### config.mk
export PLATFORM = sky130hd
export DESIGN_NAME = alpha_unpremultiply_stream_core_flat
export DESIGN_NICKNAME = d
export VERILOG_FILES = /design/src/aup_pkg.sv /design/src/aup_stream_if.sv /design/src/aup_divider.sv /design/src/alpha_unpremultiply_stream_core.sv /design/src/flat_wrapper.sv
export SDC_FILE = /design/constraint.sdc
export NUM_CORES = 1
export LEC_CHECK = 0
export ABC_CLOCK_PERIOD_IN_PS = 5440
export BUFFER_PORTS_ARGS = -buffer_cell sky130_fd_sc_hd__buf_2
export CORE_ASPECT_RATIO = 0.7
export CORE_UTILIZATION = 43
export DETAILED_ROUTE_END_ITERATION = 8
export GPL_ROUTABILITY_DRIVEN = 0
export PLACE_DENSITY_LB_ADDON = 0.15
export SLEW_MARGIN = 20
export SYNTH_ARGS = -nofsm -noshare
export SYNTH_HDL_FRONTEND = slang
export SYNTH_SLANG_ARGS = --single-unit
export TNS_END_PERCENT = 30
### constraint.sdc
create_clock -name clk -period 5.44 [get_ports clk]
set_clock_uncertainty 0.15 [all_clocks]
set_input_delay 0.544 -clock clk [delete_from_list [all_inputs] [get_ports clk]]
set_output_delay 0.544 -clock clk [all_outputs]
set_load 0.01 [all_outputs]
### src/aup_pkg.sv
package aup_pkg;

  localparam int CHAN_W    = 8;
  localparam int DIVD_W    = 2 * CHAN_W;
  localparam int DIV_STEPS = CHAN_W + 1;
  localparam int STEP_W    = $clog2(DIV_STEPS);

  localparam logic [CHAN_W-1:0] CHAN_MAX = 8'd255;

  typedef logic [1:0] chan_sel_t;
  localparam chan_sel_t CH_RED   = 2'd0;
  localparam chan_sel_t CH_GREEN = 2'd1;
  localparam chan_sel_t CH_BLUE  = 2'd2;

  typedef struct packed {
    logic [CHAN_W-1:0] in_red;
    logic [CHAN_W-1:0] in_green;
    logic [CHAN_W-1:0] in_blue;
    logic [CHAN_W-1:0] in_alpha;
    logic              in_last;
  } pix_in_t;

  typedef struct packed {
    logic [CHAN_W-1:0] out_red;
    logic [CHAN_W-1:0] out_green;
    logic [CHAN_W-1:0] out_blue;
    logic [CHAN_W-1:0] out_alpha;
    logic              frame_translucent;
    logic              out_last;
  } pix_out_t;

  typedef struct packed {
    logic              start;
    logic [DIVD_W-1:0] dividend;
    logic [CHAN_W-1:0] divisor;
  } div_req_t;

  typedef struct packed {
    logic              busy;
    logic              done;
    logic [CHAN_W-1:0] quot;
  } div_rsp_t;

endpackage

### src/aup_stream_if.sv
interface aup_stream_if #(
  parameter type payload_t = logic
);
  logic     valid;
  logic     ready;
  payload_t data;

  modport source (output valid, output data, input ready);
  modport sink (input valid, input data, output ready);
endinterface

### src/aup_divider.sv
// Restoring divider, one quotient bit per cycle. The first step only checks
// for a quotient above the channel range; the next eight give the quotient.
module aup_divider (
  input  logic             clk,
  input  logic             rst,
  input  aup_pkg::div_req_t req,
  output aup_pkg::div_rsp_t rsp
);
  import aup_pkg::*;

  logic                busy;
  logic [STEP_W-1:0]   step;
  logic [CHAN_W:0]     rem;
  logic [CHAN_W-1:0]   low;
  logic [CHAN_W-1:0]   quot;
  logic [CHAN_W-1:0]   dvs;
  logic                sat;
  logic [CHAN_W:0]     trial;
  logic [CHAN_W+1:0]   diff;
  logic                ge;
  logic                last_step;

  always_comb begin
    trial     = (step == '0) ? rem : {rem[CHAN_W-1:0], low[CHAN_W-1]};
    diff      = {1'b0, trial} - {2'b00, dvs};
    ge        = !diff[CHAN_W+1];
    last_step = busy && (step == STEP_W'(DIV_STEPS - 1));
  end

  assign rsp.busy = busy;
  assign rsp.done = last_step;
  assign rsp.quot = sat ? CHAN_MAX : {quot[CHAN_W-2:0], ge};

  always_ff @(posedge clk) begin
    if (rst) begin
      busy <= 1'b0;
      step <= '0;
    end else if (req.start) begin
      busy <= 1'b1;
      step <= '0;
    end else if (last_step) begin
      busy <= 1'b0;
    end else if (busy) begin
      step <= step + 1'b1;
    end
  end

  always_ff @(posedge clk) begin
    if (req.start) begin
      rem  <= {1'b0, req.dividend[DIVD_W-1:CHAN_W]};
      low  <= req.dividend[CHAN_W-1:0];
      dvs  <= req.divisor;
      sat  <= 1'b0;
      quot <= '0;
    end else if (busy) begin
      if (step == '0) begin
        // high byte already >= divisor: quotient cannot fit a channel
        sat <= ge;
      end else begin
        rem  <= ge ? diff[CHAN_W:0] : trial;
        low  <= {low[CHAN_W-2:0], 1'b0};
        quot <= {quot[CHAN_W-2:0], ge};
      end
    end
  end

endmodule

### src/alpha_unpremultiply_stream_core.sv
// Alpha 1..254 pixels are divided channel by channel (red, green, blue) in the
//   single restoring divider; alpha 0, alpha 255 and background fill bypass it.
// A new pixel is accepted only once the previous result has been loaded into
//   the output register.
// Reset (rst, synchronous): clears the sequencer, output valid, the sticky
//   translucency flag and the background fill register.
module alpha_unpremultiply_stream_core (
  input  logic         clk,
  input  logic         rst,
  input  logic         cfg_wen,
  input  logic         cfg_wdata,
  aup_stream_if.sink   pixel,
  aup_stream_if.source result
);
  import aup_pkg::*;

  typedef enum logic [2:0] {
    S_IDLE = 3'b001,
    S_DIV  = 3'b010,
    S_OUT  = 3'b100
  } state_t;

  state_t            state;
  logic              bg_fill;
  logic              seen;
  pix_in_t           px;
  logic              flag;
  chan_sel_t         chan;
  logic [CHAN_W-1:0] res_r;
  logic [CHAN_W-1:0] res_g;
  logic [CHAN_W-1:0] res_b;

  logic              accept;
  logic              bypass_in;
  logic              flag_in;
  logic              out_free;
  logic [CHAN_W-1:0] c_sel;
  logic [CHAN_W-1:0] a_sel;
  div_req_t          div_req;
  div_rsp_t          div_rsp;

  assign pixel.ready = (state == S_IDLE);
  assign accept      = pixel.valid && pixel.ready;
  assign out_free    = !result.valid || result.ready;

  always_comb begin
    bypass_in = bg_fill || (pixel.data.in_alpha == '0) || (pixel.data.in_alpha == CHAN_MAX);
    flag_in   = !bg_fill && (seen || (pixel.data.in_alpha != CHAN_MAX));
    if (accept) begin
      c_sel = pixel.data.in_red;
      a_sel = pixel.data.in_alpha;
    end else begin
      c_sel = (chan == CH_RED) ? px.in_green : px.in_blue;
      a_sel = px.in_alpha;
    end
    div_req.start    = (accept && !bypass_in) ||
                       ((state == S_DIV) && div_rsp.done && (chan != CH_BLUE));
    // c*255 + a/2
    div_req.dividend = {c_sel, {CHAN_W{1'b0}}} - {{CHAN_W{1'b0}}, c_sel}
                       + {{(CHAN_W+1){1'b0}}, a_sel[CHAN_W-1:1]};
    div_req.divisor  = a_sel;
  end

  aup_divider u_div (
    .clk (clk),
    .rst (rst),
    .req (div_req),
    .rsp (div_rsp)
  );

  always_ff @(posedge clk) begin
    if (rst) begin
      bg_fill <= 1'b0;
    end else if (cfg_wen) begin
      bg_fill <= cfg_wdata;
    end
  end

  always_ff @(posedge clk) begin
    if (rst) begin
      state        <= S_IDLE;
      seen         <= 1'b0;
      result.valid <= 1'b0;
    end else begin
      if (accept) begin
        seen <= pixel.data.in_last ? 1'b0 : flag_in;
      end
      if ((state == S_OUT) && out_free) begin
        result.valid <= 1'b1;
      end else if (result.ready) begin
        result.valid <= 1'b0;
      end
      case (state)
        S_IDLE: begin
          if (accept) begin
            state <= bypass_in ? S_OUT : S_DIV;
          end
        end
        S_DIV: begin
          if (div_rsp.done && (chan == CH_BLUE)) begin
            state <= S_OUT;
          end
        end
        S_OUT: begin
          if (out_free) begin
            state <= S_IDLE;
          end
        end
        default: state <= S_IDLE;
      endcase
    end
  end

  always_ff @(posedge clk) begin
    if (accept) begin
      px   <= pixel.data;
      flag <= flag_in;
      chan <= CH_RED;
      if (pixel.data.in_alpha == '0 && !bg_fill) begin
        res_r <= '0;
        res_g <= '0;
        res_b <= '0;
      end else begin
        res_r <= pixel.data.in_red;
        res_g <= pixel.data.in_green;
        res_b <= pixel.data.in_blue;
      end
    end else if ((state == S_DIV) && div_rsp.done) begin
      chan <= chan + 1'b1;
      case (chan)
        CH_RED:   res_r <= div_rsp.quot;
        CH_GREEN: res_g <= div_rsp.quot;
        default:  res_b <= div_rsp.quot;
      endcase
    end
  end

  always_ff @(posedge clk) begin
    if ((state == S_OUT) && out_free) begin
      result.data.out_red           <= res_r;
      result.data.out_green         <= res_g;
      result.data.out_blue          <= res_b;
      result.data.out_alpha         <= px.in_alpha;
      result.data.frame_translucent <= flag;
      result.data.out_last          <= px.in_last;
    end
  end

  a_blue_done_to_out: assert property (@(posedge clk) disable iff (rst)
    ((state == S_DIV) && div_rsp.done && (chan == CH_BLUE)) |=> (state == S_OUT))
    else $error("blue quotient did not move sequencer to output");

  a_start_when_free: assert property (@(posedge clk) disable iff (rst)
    div_req.start |-> (!div_rsp.busy || div_rsp.done))
    else $error("divider restarted mid-division");

  a_last_clears_flag: assert property (@(posedge clk) disable iff (rst)
    (accept && pixel.data.in_last) |=> !seen)
    else $error("translucency flag not cleared after last pixel");

  a_div_only_in_div: assert property (@(posedge clk) disable iff (rst)
    div_rsp.busy |-> (state == S_DIV))
    else $error("divider busy outside divide state");

endmodule

### src/flat_wrapper.sv
// flat-port wrapper written by rule: the top's interface ports become plain ports
module alpha_unpremultiply_stream_core_flat import aup_pkg::*;
  (clk, rst, cfg_wen, cfg_wdata, pixel_valid, pixel_data, pixel_ready, result_valid, result_data, result_ready);
  aup_stream_if #(.payload_t(pix_in_t)) pixel_i ();
  aup_stream_if #(.payload_t(pix_out_t)) result_i ();
  input  logic clk;
  input  logic rst;
  input  logic cfg_wen;
  input  logic cfg_wdata;
  input wire logic [$bits(pixel_i.valid)-1:0] pixel_valid;
  input wire logic [$bits(pixel_i.data)-1:0] pixel_data;
  output wire logic [$bits(pixel_i.ready)-1:0] pixel_ready;
  output wire logic [$bits(result_i.valid)-1:0] result_valid;
  output wire logic [$bits(result_i.data)-1:0] result_data;
  input wire logic [$bits(result_i.ready)-1:0] result_ready;
  assign pixel_i.valid = pixel_valid;
  assign pixel_i.data = pixel_data;
  assign pixel_ready = pixel_i.ready;
  assign result_valid = result_i.valid;
  assign result_data = result_i.data;
  assign result_i.ready = result_ready;
  alpha_unpremultiply_stream_core u_core (.clk(clk), .rst(rst), .cfg_wen(cfg_wen), .cfg_wdata(cfg_wdata), .pixel(pixel_i), .result(result_i));
endmodule
## Word level (Yosys, flattened, before mapping)

Cells that the tools add are included.

| word-level totals | value |
|---|---|
| bits in registers | 130 |
| input port bits | 39 |

| cells by class | value |
|---|---|
| add/sub/neg operators | 5 |
| eq/ne operators | 14 |
| multiplexer cells | 34 |
| bitwise gates (word level) | 2 |
| reductions and logical operators | 37 |

Operator list:

| operator | number |
|---|---|
| two-way mux 8 bit | 22 |
| two-way mux 9 bit | 2 |
| adder 16 x 7 -> 16 bit | 1 |
| subtractor 16 x 8 -> 16 bit | 1 |
| AND reduction 2 bit | 7 |
| two-way mux 3 bit | 4 |
| nonzero test 2 bit | 6 |
| subtractor 9 x 8 -> 10 bit | 1 |
| logical AND 1 bit | 9 |
| case mux 3 bit (3 select lines) | 1 |
| == test 8 bit (second input constant) | 1 |
| zero test 8 bit | 1 |
| != test 8 bit (second input constant) | 1 |
| != test 2 x 1 -> 1 bit (second input constant) | 3 |
| != test 2 bit (second input constant) | 3 |
| logical OR 1 bit | 5 |
| two-way mux 1 bit | 5 |
| adder 4 x 1 -> 4 bit (second input constant) | 1 |
| == test 4 bit (second input constant) | 1 |
| zero test 1 bit | 4 |
| zero test 4 bit | 1 |
| OR reduction 2 bit | 2 |
| == test 3 x 1 -> 1 bit (second input constant) | 1 |
| == test 3 x 2 -> 1 bit (second input constant) | 1 |
| 7 further kinds | 8 |

## Logic depth before layout (Yosys ltp)

Gate-level depths: netlist (run 1).

| logic depth | value |
|---|---|
| depth after elaboration | 8 |
| depth in mapped cells | 20 |
| gate-level depth less buffers | 17 |

## By module

From an unflattened synthesis (run 1), not the netlist that was laid out.

| unflattened totals | value |
|---|---|
| cell total of the unflattened synthesis | 542 |
| area, all modules | 6525.0 um2 |

Modules (own cells, without submodules):

| module | instances | cells an instance | area an instance (um2) | sequential area each (um2) |
|---|---|---|---|---|
| alpha_unpremultiply_stream_core | 1 | 338 | 4364.2 | 2682.6 |
| aup_divider | 1 | 204 | 2160.8 | 1001.0 |

## Worst setup path before layout (run 1)

No wires, ideal clock.

| path | value |
|---|---|
| path kind | in2reg |
| start | input pixel_valid |
| end | register u_core.u_div.rem[2] (data pin) |
| setup time | 0.259 ns |
| arrival | 4.026 ns |
| data required time | 5.031 ns |
| slack | 1.005 ns |
| stages | 20 |
| path buffers | 4 |
| path through | nand4bb_1 > buf_6 > inv_2 > buf_2 > buf_2 > buf_1 > nand2_1 > nand2_1 > inv_1 > ha_1 > inv_1 > ha_1 > a31oi_1 > o221ai_1 > a22oi_2 > maj3_2 > a21oi_4 > o21a_4 > nor3_1 > o31a_1 |

| on the way | value |
|---|---|
| elaborated cells between the ends (all ways) | 8 |
| those cells by class | add/sub: 2; mux: 3; reduce/logical: 3 |

RTL lines:

| item | line | source |
|---|---|---|
| start, declared | flat_wrapper.sv:10 | `input wire logic [$bits(pixel_i.valid)-1:0] pixel_valid;` |
| logical AND 1 bit | alpha_unpremultiply_stream_core.sv:43 | `assign accept = pixel.valid && pixel.ready;` |
| via u_core.accept | alpha_unpremultiply_stream_core.sv:33 | `logic accept;` |
| two-way mux 8 bit | alpha_unpremultiply_stream_core.sv:49 | `if (accept) begin` |
| via u_core.a_sel[1] | alpha_unpremultiply_stream_core.sv:38 | `logic [CHAN_W-1:0] a_sel;` |
| adder 16 x 7 -> 16 bit | alpha_unpremultiply_stream_core.sv:60 | `+ {{(CHAN_W+1){1'b0}}, a_sel[CHAN_W-1:1]};` |
| two-way mux 8 bit | aup_divider.sv:49 | `if (req.start) begin` |
| end signal, assigned | aup_divider.sv:50 | `rem <= {1'b0, req.dividend[DIVD_W-1:CHAN_W]};` |
| end signal, assigned | aup_divider.sv:60 | `rem <= ge ? diff[CHAN_W:0] : trial;` |
| end, declared | aup_divider.sv:13 | `logic [CHAN_W:0] rem;` |

The timed path passes the listed nets, and every way through them passes these cells.
A chain may end at the register's enable or synchronous reset.

## Final worst setup path (run 1)

| path | value |
|---|---|
| start | register u_core.u_div.step[0] |
| end | register u_core.u_div.rem[4] (data pin) |

| on the way | value |
|---|---|
| cells in the longest elaborated chain, start to end | 7 |
| elaborated cells between the ends (all ways) | 12 |
| those cells by class | add/sub: 1; eq/ne: 1; mux: 5; reduce/logical: 5 |

Ends and longest elaborated chain:

| item | line | source |
|---|---|---|
| start, declared | aup_divider.sv:12 | `logic [STEP_W-1:0] step;` |
| start signal, assigned | aup_divider.sv:44 | `step <= step + 1'b1;` |
| zero test 4 bit | aup_divider.sv:24 | `trial = (step == '0) ? rem : {rem[CHAN_W-1:0], low[CHAN_W-1]};` |
| two-way mux 9 bit | aup_divider.sv:24 |  |
| subtractor 9 x 8 -> 10 bit | aup_divider.sv:25 | `diff = {1'b0, trial} - {2'b00, dvs};` |
| two-way mux 9 bit | aup_divider.sv:60 |  |
| two-way mux 8 bit | aup_divider.sv:56 | `if (step == '0) begin` |
| two-way mux 8 bit | aup_divider.sv:55 | `end else if (busy) begin` |
| two-way mux 8 bit * | aup_divider.sv:49 |  |

Every way passes the cells marked *; elsewhere a longest branch is shown, timed or not. The select of a mux whose other input is x is not followed.

==> results_dict.tcl, run 1 <==
set metrics [dict create \
    cts_max_path_buffers 2 \
    die_y_um 103 \
    instances_no_fill 813 \
    synth_nets 585 \
    clk_pin_slew_ps 60 \
    core_area_um2 14100 \
    rsz0062_at_grt "false" \
    cts_resized 0 \
    period_minus_slack_ps 4160 \
    layout_common_cells "108 x edfxtp_1, 74 x buf_2, 61 x nand2_1" \
    htree_num_levels 4 \
    drc 0 \
    grt_antenna_before_repair 0 \
    path_max_fanout 10 \
    portBuffers 74 \
    clock_latency_ps 410 \
    maxCapViolations 0 \
    cts_buffers 17 \
    vias_per_cell 5.36 \
    placed_cells 781 \
    synth_cells 530 \
    fp.dieArea_um2 15000 \
    std_cell_rows 36 \
    antenna_cells 0 \
    drtIter0Drc 294 \
    overflow 0 \
    grt_pass1_wl_mm 22.1 \
    fmax_mhz 240 \
    synth_flop_cell "edfxtp_1" \
    drive_gt1_frac 0.242 \
    nets 665 \
    place_area_um2 6830 \
    yosys_warnings 0 \
    tns_ps 0 \
    wl_per_cell_um 17.6 \
    cpMaxStageDelayCell "nor2b_1" \
    endpoint_kind "flop" \
    post-route-period-util 0.765 \
    layout.cells.most_common "edfxtp_1" \
    max-vdd-ir-drop_mv 0.241 \
    area.growth.synth_to_final_pct 18.5 \
    design_area_um2 7410 \
    path_cells "inv_1 > ha_1 > nor2b_1 > nor2b_1 > mux2_2 > ha_1 > nor2b_1 > o21ai_1 > a21boi_1 > o21a_1 > o21ai_1 > a21oi_2 > mux2_2 > a21oi_1 > nand3_1" \
    cts_hold_buf 0 \
    pin_count 75 \
    power.leakage_nw 2.95 \
    fp.dieW_um 146 \
    tightest_slew_ps 880 \
    grt_usage 0.198 \
    power.density_nw_per_um2 407 \
    hp-class "in -> reg" \
    finalSetupViolCount 0 \
    cp-start-kind "flop" \
    synth-seq-area-share 0.589 \
    initial_utilization 0.445 \
    dp_hpwl_mm 10.4 \
    hold_viol 0 \
    cts.sinks 130 \
    maxSlewViolCount 0 \
    p_total_mw 3.02 \
    slew_headroom 0.410 \
    arrival_ps 4170 \
    first_pass_iters 5 \
    synth_edf_count 108 \
    synth-seq-cells 130 \
    grt_max_degree 55 \
    yosys.cell_types.count 65 \
    crit_path_frequent_cell "nor2b_1" \
    cts_tree "done" \
    wirelength_mm 14.3 \
    cts_root_buf "clkbuf_16" \
    syn_area_um2 6260 \
    ant_nets 0 \
    async_reset_ff_frac 0 \
    num_vias 4356 \
    final_util 0.527 \
    crit_path_max_incr_delay_ps 540 \
    syn_area_per_cell_um2 11.8 \
    grt_pass1_vias 4059 \
    criticalPathCategory "reg -> reg" \
    status "complete, no violations" \
    postCtsSetupBuffers 0 \
    critical_path_required_ps 5450 \
]
==> power breakdown <==
group / internal [mW] / switching [mW]
Sequential: 1.21 / 0.0421
Clock: 0.642 / 0.473
Combinational: 0.264 / 0.388
Total: 2.11 / 0.902
==> critical path: cells and delay by family, from the launching register on <==
family	cells	cell delay, ps
buffers and inverters	1	90
muxes	2	850
adders and majority gates	2	400
AOI/OAI and AO/OA	6	1170
and+or+nand+nor	4	920
DFF	1	330
==> Yosys cell counts (4+ instances only) <==
library cell  count  share of area
edfxtp_1        108           0.52
nand2_1          61          0.037
nor2_1           44          0.026
a21oi_1          26          0.021
inv_1            26          0.016
a21o_1           23          0.028
dfxtp_1          22          0.070
ha_1             15          0.030
mux2i_1          14          0.022
xnor2_1          14          0.020
nor3_1           13          0.010
clkbuf_1         11         0.0066
mux2_2           11          0.020
o21ai_0           9         0.0072
o21ai_1           9         0.0072
nand3_1           8         0.0064
o21a_1            8         0.0096
a31oi_1           7         0.0070
nand2b_1          7         0.0070
nor2b_1           7         0.0070
xor2_1            6         0.0084
inv_2             5         0.0030
a211oi_1          4         0.0048
buf_1             4         0.0024
nand4_1           4         0.0040
nor4_1            4         0.0040
==> path summary, 6_finish.rpt <==
check | startpoint | to | slack (ps) | cells after the start
min reg2reg | u_core.res_r[7] | u_core.result.data[33] | 270 | 0
max reg2reg | u_core.u_div.step[0] | u_core.u_div.rem[4] | 1280 | 15
max | u_core.u_div.step[0] | u_core.u_div.rem[4] | 1280 | 15
min | pixel_data[13] | u_core.px[13] | 170 | 1
==> through the flow <==
step                hold slack (ps)  setup WS [ps]
finish                          170           1280
global route                    154            885
CTS                             159           1230
detailed placement              255           1240
global placement                252           1420
floorplan                       250           1010
==> cell type report <==
class | instances | area (µm²)
Inverter | 31 | 116
Timing Repair Buffer | 82 | 430
Tap cell | 190 | 238
Clock inverter | 15 | 151
Multi-Input combinational cell | 348 | 2370
Clock buffer | 17 | 425
Sequential cell | 130 | 3680
Fill cell | 1247 | 6640
==> state kept, by name, summed over array words and instances, names as in the netlist, 7 cells and up <==
name                flops
u_core.u_div.quot       7
u_core.u_div.rem        9
u_core.result.data     34
u_core.u_div.dvs        8
u_core.res_g            8
u_core.u_div.low        8
u_core.res_b            8
u_core.res_r            8
u_core.px              25
==> metal layers <==
| layer | wire [µm] | track usage |
|---|---|---|
| met1 | 7010 | 0.283 |
| met2 | 6130 | 0.285 |
| met3 | 1050 | 0.0712 |
| met5 | 0 | 0 |
| met4 | 100 | 0.0449 |
==> cells by family (layout without fill, tap and decap cells) <==
group / Yosys count / in the layout / share of synthesized area
compound gates: 116 / 116 / 0.130
buf+inv: 52 / 145 / 0.0354
mux: 31 / 31 / 0.0600
xor+xnor: 20 / 20 / 0.0280
fa+ha+maj: 19 / 19 / 0.0382
flops: 130 / 130 / 0.589
simple gates: 162 / 162 / 0.120
Note: power is estimated with default switching activity, not from simulation.
==> run 2, diff against run 1 <==
- ABC_CLOCK_PERIOD_IN_PS: 5440 -> 4200
- clock period: 5.44 -> 4.2 ns (I/O delays scaled with it)
==> results_dict.tcl, run 2 (synthesized netlist as in run 1, its figures left out) <==
set metrics [dict create \
    status "complete, no violations" \
    slew_headroom 0.421 \
    die_y_um 103 \
    tightest_slew_ps 864 \
    crit_path_max_incr_delay_ps 420 \
    cpLargestDelayFamily "simple AND/OR/NAND/NOR gates" \
    layout.cells.most_common "edfxtp_1" \
    drtIter0Drc 303 \
    maxSlewViolCount 0 \
    worstHoldEndpoint "u_core.px[13]" \
    arrival_ps 3840 \
    finalSetupViolCount 0 \
    endpoint_kind "flop" \
    rrSetupSlack_ps 350 \
    cpMaxStageDelayCell "mux2_2" \
    pwr-share-seq 0.409 \
    power.leakage_nw 3.00 \
    cts_root_buf "clkbuf_16" \
    clock_latency_ps 410 \
    pin_count 75 \
    nets 670 \
    p_int_mw 2.80 \
    cts_buffers 17 \
    rsz0062_at_grt "false" \
    place_area_um2 6870 \
    p_switching_mw 1.14 \
    cts_tree "done" \
    cp-start-kind "flop" \
    core_area_um2 14100 \
    dp_hpwl_mm 10.4 \
    wirelength_mm 14.4 \
    crit_path_frequent_cell "o21a_1" \
    initial_utilization 0.445 \
    grt_usage 0.199 \
    portBuffers 74 \
    hp-class "in -> reg" \
    path_cells "inv_1 > ha_1 > nor2b_1 > nor2b_2 > mux2_2 > ha_1 > nor2b_1 > o21ai_1 > a21boi_1 > o21a_1 > o21a_1 > o21a_1 > or4_1 > a31oi_1 > a31oi_1" \
    top_regs "u_core.result.data (34), u_core.px (25), u_core.u_div.rem (9)" \
    power.density_nw_per_um2 529 \
    num_vias 4366 \
    cts_max_path_buffers 2 \
    timing.rr.start "u_core.u_div.step[0]" \
    drc 0 \
    period_minus_slack_ps 3850 \
    ant_nets 0 \
    fp.dieW_um 146 \
    antenna_cells 0 \
    vias_per_cell 5.34 \
    std_cell_rows 36 \
    p_sw_frac 0.289 \
    max-vdd-ir-drop_mv 0.296 \
    overflow 0 \
    cts_hold_buf 0 \
    power_frac_clock 0.372 \
    area.growth.synth_to_final_pct 19.2 \
    hold_viol 0 \
    worst-path-buf-inv 1 \
    top_register "u_core.result.data" \
    whs_path_depth 1 \
    fp.dieArea_um2 15000 \
    fmax_mhz 260 \
    grt_antenna_before_repair 0 \
    cts.sinks 130 \
    drive_gt1_frac 0.250 \
    htree_num_levels 4 \
    path_max_fanout 5 \
    wl_per_cell_um 17.6 \
    p_comb_frac 0.218 \
    grt_max_degree 35 \
    largest_reg_flops 34 \
    tns_ps 0 \
    critical_path_required_ps 4190 \
    design_area_um2 7460 \
    maxCapViolations 0 \
    first_pass_iters 6 \
    r2r-end "u_core.u_div.rem[7]" \
    criticalPathCategory "reg -> reg" \
    post-route-period-util 0.916 \
    clk_pin_slew_ps 60 \
    r2r_cells 15 \
    grt_pass1_wl_mm 22.5 \
    min-delay-start "pixel_data[13]" \
    grt_pass1_vias 4135 \
    layout_common_cells "108 x edfxtp_1, 74 x buf_2, 61 x nand2_1" \
]
run 2: cell types whose count changed in the layout (fill, tap and decap cells not counted), sizes merged:
| cell | previous run | this run |
|---|---|---|
| clkinvlp | 5 | 2 |
| clkinv | 2 | 7 |
| bufinv | 1 | 2 |
| inv | 38 | 35 |
| buf | 82 | 87 |
run 2: worst register-to-register path, delay by kind of cell (launching register included):
kind            cells  cell delay (ps)
simple gates        4             1090
compound gates      7             1090
mux                 1              430
fa+ha+maj           2              410
flops               1              330
buf+inv             1               90
run 2: area by class of cell:
cell class	count	area (µm²)
Fill cell	1259	6600
Timing Repair Buffer	87	468
Multi-Input combinational cell	348	2370
Clock buffer	17	425
Clock inverter	15	158
Tap cell	190	238
Sequential cell	130	3680
Inverter	31	116
run 2: through the flow:
stage	util	power [mW]	std cells	hold slack [ps]	worst slack, ps
2_1_floorplan	-	2.25	530	250	246
3_3_place_gp	0.488	2.47	786	252	380
3_5_place_dp	0.489	2.49	786	255	271
4_1_cts	0.531	3.96	818	34.1	253
5_1_grt	0.531	4.12	818	33.0	108
6_report	0.531	3.94	818	44.0	352
run 2: power by group through the flow:
stage	sequential [mW]	clock, mW	combinational [mW]
finish	1.62	1.47	0.860
global route	1.63	1.55	0.950
floorplan	1.62	0	0.635
CTS	1.61	1.49	0.858
detailed placement	1.64	0	0.853
global placement	1.64	0	0.830
run 2: per-layer routing:
metal / routed length, µm / part of all wire / GRT usage
met1: 7230 / 0.50 / 0.291
met2: 6230 / 0.43 / 0.295
met3: 871 / 0.060 / 0.0487
met4: 93 / 0.0064 / 0.0521
met5: 0 / 0 / 0
run 2: worst max-delay path by stage:
stage / startpoint / endpoint / slack [ps] / depth (start not counted)
finish: u_core.u_div.step[0] / u_core.u_div.rem[7] / 350 / 15
global route: u_core.u_div.step[0] / u_core.u_div.rem[4] / 110 / 15
CTS: u_core.u_div.step[0] / u_core.u_div.rem[7] / 250 / 15
detailed placement: u_core.u_div.step[0] / u_core.u_div.rem[7] / 270 / 15
global placement: u_core.u_div.step[0] / u_core.u_div.rem[7] / 380 / 15
floorplan: u_core.u_div.step[0] / u_core.u_div.rem[4] / 250 / 17
run 2: what timing repair did:
item	CTS	global route
setup buffers	0	0
resized for setup	0	1
setup endpoints to repair	0	3
==> run 3, diff against run 2 <==
- RECOVER_POWER: not set -> 100
==> results_dict.tcl, run 3 (synthesized netlist as in run 1, its figures left out) <==
set metrics [dict create \
    maxCapViolations 2 \
    path_cells "inv_1 > ha_1 > nor2b_1 > nor2b_2 > mux2_1 > ha_1 > nor2b_1 > o21ai_1 > a21boi_1 > o21a_1 > o21a_1 > o21a_1 > or4_1 > a31oi_1 > a31oi_1" \
    drc 0 \
    criticalPathCategory "reg -> reg" \
    maxSlewViolCount 60 \
    slew_headroom -0.370 \
    cts_max_path_buffers 2 \
    pin_count 75 \
    grt_pass1_vias 4135 \
    finalSetupViolCount 0 \
    fmax_mhz 259 \
    path_max_fanout 5 \
    critical_path_required_ps 4190 \
    max-vdd-ir-drop_mv 0.297 \
    status "finished, violations left" \
    top_register "u_core.result.data" \
    crit_path_frequent_cell "o21a_1" \
    nets 670 \
    grt_max_degree 35 \
    cts.sinks 130 \
    period_minus_slack_ps 3870 \
    layout_common_cells "108 x edfxtp_1, 61 x nand2_1, 57 x clkbuf_1" \
    core_area_um2 14100 \
    power.leakage_nw 2.83 \
    portBuffers 74 \
    crit_path_max_incr_delay_ps 430 \
    timing.final.ws_setup_ps 333 \
    area.growth.synth_to_final_pct 17.1 \
    top_regs "u_core.result.data (34), u_core.px (25), u_core.u_div.rem (9)" \
    dp_hpwl_mm 10.4 \
    power.density_nw_per_um2 535 \
    vias_per_cell 5.31 \
    grt_antenna_before_repair 0 \
    antenna_cells 0 \
    seqCellArea_um2 3680 \
    worst-path-buf-inv 1 \
    fillers 1285 \
    fp.dieW_um 146 \
    cts_hold_buf 0 \
    die_y_um 103 \
    largest_reg_flops 34 \
    wirelength_mm 14.4 \
    initial_utilization 0.445 \
    grt_pass1_wl_mm 22.5 \
    cts_tree "done" \
    ant_nets 0 \
    endpoint_kind "flop" \
    num_vias 4345 \
    hp-class "in -> reg" \
    place_ws_ps 271 \
    arrival_ps 3860 \
    tightest_slew_ps 2050 \
    clock_latency_ps 410 \
    cpLargestDelayFamily "simple AND/OR/NAND/NOR gates" \
    clk_pin_slew_ps 60 \
    hold_viol 0 \
    grt_usage 0.199 \
    layout.cells.most_common "edfxtp_1" \
    htree_num_levels 4 \
    post-route-period-util 0.921 \
    wl_per_cell_um 17.7 \
    overflow 0 \
    cpMaxStageDelayCell "mux2_1" \
    drtIter0Drc 352 \
    tns_ps 0 \
    failed_checks "capacitance limit, slew limit" \
    multiInputGateArea_um2 2320 \
    cp-start-kind "flop" \
    rsz0062_at_grt "false" \
    std_cell_rows 36 \
    fp.dieArea_um2 15000 \
    cts_root_buf "clkbuf_16" \
    cts_buffers 17 \
    drive_gt1_frac 0.146 \
    first_pass_iters 6 \
]
==> run 3: cell type report <==
cell class | count | area share
clock inverters | 15 | 0.0215
clock buffers | 17 | 0.0581
multi-input cells | 348 | 0.317
repair buffers | 87 | 0.0519
well taps | 190 | 0.0325
flip-flops and latches | 130 | 0.503
inverters | 31 | 0.0159
==> run 3: path summary, 6_finish.rpt <==
path,slack (ps),depth (start not counted),start,to
setup / recovery,330,15,u_core.u_div.step[0],u_core.u_div.rem[7]
hold / removal,50,1,pixel_data[13],u_core.px[13]
setup reg to reg,330,15,u_core.u_div.step[0],u_core.u_div.rem[7]
hold reg to reg,260,0,u_core.res_r[0],u_core.result.data[26]
==> run 3: layer usage <==
layer  vias up  share of wire  GRT usage
met5         -              0          0
met4         0         0.0087     0.0521
met3        12          0.054     0.0487
met2       137           0.43      0.295
met1      2092           0.51      0.291
li1       2104              -          -
==> run 3: through the flow <==
step                      hold slack, ps  power [mW]  instance area, µm²  std cells   util
after floorplan                      250        2.25                6260        530      -
after global placement               252        2.47                6860        786  0.488
after detailed placement             255        2.49                6870        786  0.489
after CTS                           34.1        3.96                7460        818  0.531
after global routing                33.0        4.10                7330        818  0.521
final                               46.2        3.92                7330        818  0.521
==> run 3: repair_timing <==
item,CTS,global route
gates resized for setup,0,1
buffers inserted,0,0
setup endpoints to repair,0,3
==> run 3: worst register-to-register path, delay by kind of cell, from the launching register on <==
kind,cells,cell delay (ps)
simple gates,4,1100
flops,1,330
buf+inv,1,90
mux,1,430
compound gates,7,1100
fa+ha+maj,2,430
==> run 3: power breakdown <==
group	total, mW	leakage (nW)	switching (mW)	internal (mW)
combinational	0.836	1.35	0.493	0.343
clock	1.46	0.283	0.585	0.880
sequential	1.62	1.19	0.0512	1.56
